<file path="src/hdl/ist_pkg.sv">
`timescale 1ns / 1ps
// ----------------------------------------------------------------------------
// ist_pkg
// Shared types and constants for the integer set table.
// ----------------------------------------------------------------------------
package ist_pkg;

    localparam int CAPACITY = 16;
    localparam int DATA_W   = 32;
    localparam int IDX_W    = (CAPACITY > 1) ? $clog2(CAPACITY) : 1;
    localparam int CNT_W    = $clog2(CAPACITY + 1);
    localparam int COUNT_W  = 5;

    typedef enum logic [1:0] {
        OP_INSERT = 2'd0,
        OP_ERASE  = 2'd1,
        OP_FIND   = 2'd2,
        OP_CLEAR  = 2'd3
    } op_t;

    typedef enum logic {
        ST_IDLE = 1'b0,
        ST_EXEC = 1'b1
    } state_t;

    typedef struct packed {
        logic latch;
        logic exec;
    } ctrl_cmd_t;

    typedef struct packed {
        logic out_stall;
    } ctrl_stat_t;

endpackage

</file>
<file path="src/hdl/ist_ctrl.sv">
`timescale 1ns / 1ps
// ----------------------------------------------------------------------------
// ist_ctrl
// Sequencer that takes one request word and then executes it.
// ----------------------------------------------------------------------------
module ist_ctrl (
    input  logic                clk,
    input  logic                rst_n,
    input  logic                in_valid,
    output logic                in_ready,
    input  ist_pkg::ctrl_stat_t stat,
    output ist_pkg::ctrl_cmd_t  cmd
);
    import ist_pkg::*;

    state_t state_reg;
    state_t state_next;

    always_ff @(posedge clk or negedge rst_n)
    begin
        if (!rst_n)
        begin
            state_reg <= ST_IDLE;
        end
        else
        begin
            state_reg <= state_next;
        end
    end

    always_comb
    begin
        state_next = state_reg;
        case (state_reg)
            ST_IDLE:
            begin
                if (in_valid)
                begin
                    state_next = ST_EXEC;
                end
            end
            ST_EXEC:
            begin
                if (!stat.out_stall)
                begin
                    state_next = ST_IDLE;
                end
            end
            default:
            begin
                state_next = ST_IDLE;
            end
        endcase
    end

    // The execute step waits while an earlier result still sits unread.
    always_comb
    begin
        in_ready  = 1'b0;
        cmd.latch = 1'b0;
        cmd.exec  = 1'b0;
        case (state_reg)
            ST_IDLE:
            begin
                in_ready  = 1'b1;
                cmd.latch = in_valid;
            end
            ST_EXEC:
            begin
                cmd.exec = !stat.out_stall;
            end
            default:
            begin
                in_ready = 1'b0;
            end
        endcase
    end

endmodule

</file>
<file path="src/hdl/ist_datapath.sv">
`timescale 1ns / 1ps
// ----------------------------------------------------------------------------
// ist_datapath
// Member table, parallel compare cells, shift network and result register.
// ----------------------------------------------------------------------------
module ist_datapath (
    input  logic                       clk,
    input  logic                       rst_n,
    input  logic [1:0]                 operation,
    input  logic signed [31:0]         value,
    input  ist_pkg::ctrl_cmd_t         cmd,
    output ist_pkg::ctrl_stat_t        stat,
    output logic                       out_valid,
    input  logic                       out_ready,
    output logic                       success,
    output logic                       full_reject,
    output logic [ist_pkg::COUNT_W-1:0] count
);
    import ist_pkg::*;

    logic [DATA_W-1:0] store_reg  [CAPACITY];
    logic [DATA_W-1:0] store_next [CAPACITY];
    logic [CNT_W-1:0]  count_reg;
    logic [CNT_W-1:0]  count_next;
    op_t               op_reg;
    logic [DATA_W-1:0] value_reg;
    logic              out_valid_reg;
    logic              out_valid_next;
    logic              success_reg;
    logic              full_reg;
    logic              ok_next;
    logic              full_next;

    logic [CAPACITY-1:0] match;
    logic                present;
    logic [IDX_W-1:0]    hit_idx;

    // Request latch; payload needs no reset.
    always_ff @(posedge clk)
    begin
        if (cmd.latch)
        begin
            op_reg    <= op_t'(operation);
            value_reg <= value;
        end
    end

    // One compare cell per entry; only live entries take part.
    always_comb
    begin
        for (int k = 0; k < CAPACITY; k++)
        begin
            match[k] = (store_reg[k] == value_reg) && (CNT_W'(k) < count_reg);
        end
    end

    assign present = |match;

    always_comb
    begin
        hit_idx = '0;
        for (int k = CAPACITY - 1; k >= 0; k--)
        begin
            if (match[k])
            begin
                hit_idx = IDX_W'(k);
            end
        end
    end

    always_comb
    begin
        count_next = count_reg;
        ok_next    = 1'b0;
        full_next  = 1'b0;
        for (int k = 0; k < CAPACITY; k++)
        begin
            store_next[k] = store_reg[k];
        end
        case (op_reg)
            OP_INSERT:
            begin
                if (!present)
                begin
                    if (count_reg < CNT_W'(CAPACITY))
                    begin
                        store_next[count_reg[IDX_W-1:0]] = value_reg;
                        count_next = CNT_W'(count_reg + 1'b1);
                        ok_next    = 1'b1;
                    end
                    else
                    begin
                        full_next = 1'b1;
                    end
                end
            end
            OP_ERASE:
            begin
                if (present)
                begin
                    // Every entry from the hit up to the next-to-last takes its upper neighbor.
                    for (int k = 0; k < CAPACITY - 1; k++)
                    begin
                        if (IDX_W'(k) >= hit_idx)
                        begin
                            store_next[k] = store_reg[k + 1];
                        end
                    end
                    count_next = CNT_W'(count_reg - 1'b1);
                    ok_next    = 1'b1;
                end
            end
            OP_FIND:
            begin
                ok_next = present;
            end
            OP_CLEAR:
            begin
                count_next = '0;
                ok_next    = 1'b1;
            end
            default:
            begin
                ok_next = 1'b0;
            end
        endcase
    end

    always_ff @(posedge clk)
    begin
        if (cmd.exec)
        begin
            for (int k = 0; k < CAPACITY; k++)
            begin
                store_reg[k] <= store_next[k];
            end
            success_reg <= ok_next;
            full_reg    <= full_next;
        end
    end

    always_comb
    begin
        out_valid_next = out_valid_reg;
        if (cmd.exec)
        begin
            out_valid_next = 1'b1;
        end
        else if (out_ready)
        begin
            out_valid_next = 1'b0;
        end
    end

    always_ff @(posedge clk or negedge rst_n)
    begin
        if (!rst_n)
        begin
            count_reg     <= '0;
            out_valid_reg <= 1'b0;
        end
        else
        begin
            if (cmd.exec)
            begin
                count_reg <= count_next;
            end
            out_valid_reg <= out_valid_next;
        end
    end

    assign stat.out_stall = out_valid_reg && !out_ready;
    assign out_valid      = out_valid_reg;
    assign success        = success_reg;
    assign full_reject    = full_reg;
    assign count          = COUNT_W'(count_reg);

endmodule

</file>
<file path="src/hdl/integer_set_table.sv">
`timescale 1ns / 1ps
// A result word is registered in the execute state that follows the request
// latch; the execute step waits while an earlier result is still unread.
// No new request is taken until the current one has executed; the compare
// cells and the gap shift all work in the execute state after the request latch.
// Reset (rst_n, asynchronous, active low) empties the set and drops out_valid.
// The member table itself is not cleared; entries past the count are never read.
// ----------------------------------------------------------------------------
// integer_set_table
// Set of distinct 32-bit signed integers kept packed in a fixed table.
// ----------------------------------------------------------------------------
module integer_set_table (
    input  logic                        clk,
    input  logic                        rst_n,
    input  logic                        in_valid,
    output logic                        in_ready,
    input  logic [1:0]                  operation,
    input  logic signed [31:0]          value,
    output logic                        out_valid,
    input  logic                        out_ready,
    output logic                        success,
    output logic                        full_reject,
    output logic [ist_pkg::COUNT_W-1:0] count
);
    import ist_pkg::*;

    // The controller only sequences: it accepts a word in the idle state and
    // fires one execute pulse, held back while the result register is still
    // occupied by an unread word. All table work lives in the datapath.
    ctrl_cmd_t  cmd;
    ctrl_stat_t stat;

    ist_ctrl u_ctrl (
        .clk      (clk),
        .rst_n    (rst_n),
        .in_valid (in_valid),
        .in_ready (in_ready),
        .stat     (stat),
        .cmd      (cmd)
    );

    // The datapath compares the key against every live entry at once, then
    // appends, shifts down to close a gap, resets the count or reports a find. The
    // result register lets the next request be accepted while a result waits.
    ist_datapath u_datapath (
        .clk         (clk),
        .rst_n       (rst_n),
        .operation   (operation),
        .value       (value),
        .cmd         (cmd),
        .stat        (stat),
        .out_valid   (out_valid),
        .out_ready   (out_ready),
        .success     (success),
        .full_reject (full_reject),
        .count       (count)
    );

endmodule

</file>
<file path="config.mk">
export PLATFORM = sky130hd
export DESIGN_NAME = integer_set_table
export DESIGN_NICKNAME = d
export VERILOG_FILES = /design/src/hdl/ist_pkg.sv /design/src/hdl/ist_ctrl.sv /design/src/hdl/ist_datapath.sv /design/src/hdl/integer_set_table.sv
export SDC_FILE = /design/constraint.sdc
export NUM_CORES = 1
export LEC_CHECK = 0
export ABC_AREA = 0
export BUFFER_PORTS_ARGS = -buffer_cell sky130_fd_sc_hd__clkbuf_2
export CAP_MARGIN = 20
export CELL_PAD_IN_SITES_DETAIL_PLACEMENT = 1
export CELL_PAD_IN_SITES_GLOBAL_PLACEMENT = 1
export CORE_MARGIN = 2
export CORE_UTILIZATION = 38
export DETAILED_ROUTE_END_ITERATION = 8
export PLACE_DENSITY = 0.7
export SYNTH_ARGS = -nofsm -noshare
export SYNTH_HDL_FRONTEND = slang
export SYNTH_SLANG_ARGS = --single-unit
</file>
<file path="constraint.sdc">
create_clock -name clk -period 10.7 [get_ports clk]
set_input_delay 2.14 -clock clk [delete_from_list [all_inputs] [get_ports clk]]
set_output_delay 2.14 -clock clk [all_outputs]
set_load 0.1 [all_outputs]
</file>
==> After elaboration in Yosys (flattened, before gate mapping) <==
Memory sizes are Yosys's and may differ from the RTL's.
Cells that the tools add are included.
{ "op_classes": {"add_sub_neg": 2, "magnitude_cmp": 34, "n_eq_ne": 22, "muxes": 58, "bitwise_logic": 3, "n_reduce_logical": 26} }
{ "op_table": {"columns": ["op", "count"], "rows": [
  ["$mux W512", 2],
  ["$pmux W480 S2", 1],
  ["$mux W32", 17],
  ["$bwmux W512", 1],
  ["$eq A32 B32 Y1", 16],
  ["$mux W480", 1],
  ["$demux W32 S4", 1],
  ["$mux W4", 16],
  ["$lt A4 B5 Y1 const A", 8],
  ["$ge A4 B4 Y1 const A", 7],
  ["$lt A3 B5 Y1 const A", 4],
  ["$logic_and A1 B1 Y1", 18],
  ["$reduce_or A17 Y1", 1],
  ["$ge A3 B4 Y1 const A", 4],
  ["$reduce_or A16 Y1", 1],
  ["$mux W5", 3],
  ["$pmux W5 S3", 1],
  ["$mux W1", 13],
  ["$lt A1 B5 Y1 const A", 2],
  ["$lt A2 B5 Y1 const A", 2],
  ["$ge A1 B4 Y1 const A", 2],
  ["$ge A2 B4 Y1 const A", 2],
  ["$add A5 B1 Y5 const B", 1],
  ["$ge A5 B5 Y1 const B", 1],
  ["16 further kinds", 20]
]} }
{ "word_totals": {"ff_bits": 43, "ram_bits": 512, "input_bits": 38, "out_inout_bits": 9, "elab_cells": 153, "memories": 1} }
{ "memory_table": {"columns": ["memory", "depth", "word_bits", "rd", "rd_ports_with_merged_regs", "write_ports", "line_no", "text"], "rows": [
  ["u_datapath.store_reg", 16, 32, 16, 0, 16, "ist_datapath.sv:21", "logic [DATA_W-1:0] store_reg [CAPACITY];"]
]} }

==> Logic depth before layout (Yosys ltp) <==
{ "logic_depth": {"word_depth": 22, "mapped_depth": 13, "mapped_depth_nobuf": 10} }

==> Cells and area by module <==
Synthesis repeated with hierarchy kept, for this count alone.
{ "hier_totals": {"hier_cells": 2604, "area_unflattened_um2": 28757.6} }
{ "modules_own_cells": {"columns": ["module", "instances", "cells_each", "area_per_inst_um2", "seq_area_each_um2"], "rows": [
  ["ist_datapath", 1, 2599, 28700.0, 16605.9],
  ["ist_ctrl", 1, 5, 57.6, 25.0]
]} }

==> Least setup slack after synthesis <==
No wires, ideal clock.
{ "synth_timing": {"kind": "register -> register", "start": "register, netlist name u_datapath.count[2]", "end": "memory u_datapath.store_reg[14][0] (netlist: u_datapath.store_reg[1][192]) (enable)", "setup_ns": 0.480, "arrival_ns": 5.359, "required_ns": 10.220, "slack_ns": 4.861, "path_stages_with_launch": 12, "n_path_buf": 2, "synth_period_minus_slack_ns": 5.839, "path_cell_list": "dfrtp_1 -> buf_6 -> and2_1 -> clkbuf_1 -> a31oi_1 -> and4b_1 -> o21ai_1 -> a21boi_0 -> o21ai_1 -> a211oi_1 -> o21ai_1 -> a311oi_1"} }
{ "synth_lines": {"columns": ["item", "line_no"], "rows": [
  ["to (decl)", "ist_datapath.sv:21"]
]} }

==> results.txt <==
Hold_ws: 0.539 ns
DIE HEIGHT: 280 um
Accumulated negative setup slack: 0 ns
Number of clock buffers inserted by TritonCTS: 67
First drt pass iteration count: 5
Maximum number of pins on one net before global-route repair: 207
Crit start category: flop
Total DRC errors in the routed layout: 0
Number of port buffers: 46
Htree depth: 3
Cells after Synth: 2652
Worst min-delay path endpoint: u_datapath.out_valid$_DFFE_PN0P_
PD cells: 222 nW/um^2
Setup slack after layout: 5.55 ns
Clock Pin Slew Worst Setup and Hold Paths: 0.06 ns
Max clock buf depth: 3
Drt via density: 6.14
Clk_lat worst skew: 0.63 ns
Worst R2R Setup Slack: 5.55 ns
Buffer type at the clock tree root: clkbuf_16
Core region area: 75700 sq um
Highest achievable clock rate: 0.194 GHz
Post-synth top area share: 56.9%
Routed wirelength normalized by instance count: 32.6 um
Global-route wire length before repair: 168000 um
Xor-xnor portion of the synthesized cell area: 15.4%
Adder-cell area share of the yosys netlist: 0.389%
Syn_nets: 2699
Count of distinct cell types in the synthesized netlist: 50
Detail Placement HPWL: 77700 um
Mux contribution to synthesized area: 0.0346%
Fraction of layout instances using a drive strength above 1: 9.39%
Max Slew Vio Count: 0
Met1 wire length: 48400 um
Combinational family with the most area after synthesis: XOR/XNOR gates
Met3 Routed Length: 13600 um
Max reg flops: 512
Outcome: complete, no violations
Initial core utilization: 38.2%
Reg-to-Reg End: u_datapath.store_reg[0][89]$_DFFE_PP_
Clock Skews: 0.0363 ns
Sequential fraction of the synthesis area: 57.5%
Startpoint of the most critical hold path: u_datapath.out_valid$_DFFE_PN0P_
WL final: 119000 um
Classification of the worst setup path: reg2reg
Total via count after detailed routing: 22.5k
Overall routing resource usage: 30.2%
Post-synth top area cell: edfxtp_1
Top-level I/O count: 47
Number of instances resized during post-cts repair: 0
Required time worst endpoint: 10.92 ns
Worst-Margin Slew: 1.23 ns
Number of instances on the worst hold path: 2
Total met2 wirelength after detailed routing: 50400 um
Number of post-CTS setup repair buffers: 0
Area fraction in and, or, nand and nor cells after synthesis: 12.3%
Count of flip-flops with a built-in enable after synthesis: 548
Die Span X: 280 um
Average instance area after synthesis: 10.9 sq um
Cell leakage power: 10.2 nW
Net count reported at finish: 2681
Syn-to-layout area delta: 11.9%
Crit path max fanout: 32
Number of core rows: 101
Final worst path period need: 5.15 ns
Compound-Gate Fraction of Synth Area: 9.99%
Total grt overflow: 0
Final Wtd Congestion: 1.02
Number of storage elements in the synthesis netlist: 555
Placement Setup Slack: 5.59 ns
CTS tree: yes
Number of nets still failing antenna checks after routing: 0
Share of async-settable or async-resettable flops after synthesis: 1.26%
1st-iter DRT viols: 3140
VDD IR-drop max: 0.170 mV
Critical Path Sink Type: flop
Normalized max-slew margin: 17.6%
Cell depth of the worst flop-to-flop path: 10
Number of global-route vias before repair: 22.4k
Hold-fix buffer count after cts: 0
Antenna cell count: 0
Leading register cell type out of synthesis: edfxtp_1
Final Hold Violating Endpoints: 0
Class of the worst hold path: reg2reg
Total of endpoints with negative setup slack in the final report: 0
Crit path arrival time: 5.36 ns
Share of the clock period used by the worst path: 48.1%
Cell types with the largest area share after synthesis: edfxtp_1 (57%), xnor2_1 (13%), o21ai_0 (8.2%)
Uppermost signal routing layer after detailed routing: met5
FF-to-FF Start: u_datapath.count[1]$_DFFE_PN0P_
Number of antenna violations at the first check in global routing: 5
Number of sinks driven by the clock tree: 555
Number of fill cells: 8146
Cell area after technology mapping: 28900 sq um
Max Cap Viol: 0
DIE AREA: 78300 sq um
Number of synthesis warnings: 0
Unrepaired setup endpoints after global routing: no
[per-stage QoR]
stage	instance area (sq um)	power [W]	std cells	util, %
global route	32400	0.00738	3662	42.7
global placement	29900	0.00473	3530	39.5
CTS	32300	0.00713	3657	42.6
finish	32400	0.00720	3662	42.7
floorplan	28900	0.00400	2652	-
detailed placement	30000	0.00479	3538	39.7
[cell usage in the layout (no fill, tap or decap), drive strengths merged, types with 21 or more instances in the layout]
master and instances:
o21ai 494, nor2 25, xnor2 432, nand4 114
nand2 547, nor4 37, a21oi 27, nand3 26
clkbuf 129, buf 79, inv 21, xor2 78
nor3 22, edfxtp 548
[worst max path at each step]
stage                                          startpoint                                      to  cells after the start
after global placement    u_datapath.count[1]$_DFFE_PN0P_  u_datapath.store_reg[0][219]$_DFFE_PP_                     10
after detailed placement  u_datapath.count[1]$_DFFE_PN0P_  u_datapath.store_reg[0][209]$_DFFE_PP_                      9
after floorplan           u_datapath.count[2]$_DFFE_PN0P_  u_datapath.store_reg[1][192]$_DFFE_PP_                     11
after CTS                 u_datapath.count[1]$_DFFE_PN0P_  u_datapath.store_reg[0][219]$_DFFE_PP_                      9
after global routing      u_datapath.count[1]$_DFFE_PN0P_   u_datapath.store_reg[0][73]$_DFFE_PP_                     10
final                     u_datapath.count[1]$_DFFE_PN0P_   u_datapath.store_reg[0][89]$_DFFE_PP_                     10
[worst max-delay path, cell delays in order, from the launching register on]
cell	delay (ns)
dfrtp_1	0.74
inv_1	0.26
ha_1	0.53
o21ai_0	0.17
nand4_1	0.31
nand4_2	0.25
nor4_4	0.47
nand3_2	0.37
o22a_1	0.37
or3b_1	0.44
a31oi_4	0.78
[metal layers]
layer | vias to the layer above | track usage [%]
li1 | 9310 | -
met1 | 11400 | 41.6
met2 | 1456 | 43.8
met3 | 325 | 7.45
met4 | 2 | 16.2
met5 | - | 0
[area by class of cell]
cell class                 instances  area [sq um]  share of cell area [%]
tap                              978          1220                    3.78
timing repair buffer             126          1020                    3.15
inverter                          14          52.6                   0.162
clock buffer                      82          1750                    5.42
sequential                       555         16600                    51.4
multi-input combinational       1870         11200                    34.7
clock inverter                    37           454                    1.40
[cells by family after synthesis]
kind of cell	after synthesis
simple gates	793
compound gates	557
flops	555
xor+xnor	510
buf+inv	227
fa+ha+maj	9
mux	1
[cell usage after synthesis, types with 2 or more instances]
library cell,n
nor2_1,25
a211oi_1,9
o21ai_0,475
buf_6,29
nand3_2,3
clkbuf_1,103
a311oi_1,2
buf_2,43
nor3_1,21
nand2_1,547
buf_4,38
nor2b_1,3
a31oi_1,10
ha_1,9
nand4b_1,2
o21ai_1,19
and2_1,2
xor2_1,78
nand2b_1,6
edfxtp_1,548
or3_1,4
nand4_1,111
xnor2_1,432
dfrtp_1,7
o211ai_1,3
nor4_1,36
inv_1,13
nand4_2,3
o22ai_1,2
a21oi_1,27
nand3_1,23
[power breakdown]
part           internal (W)  switching [W]
sequential          0.00264       0.000188
combinational      0.000510        0.00150
clock               0.00139       0.000962
Note: power is estimated with default switching activity, not from simulation.
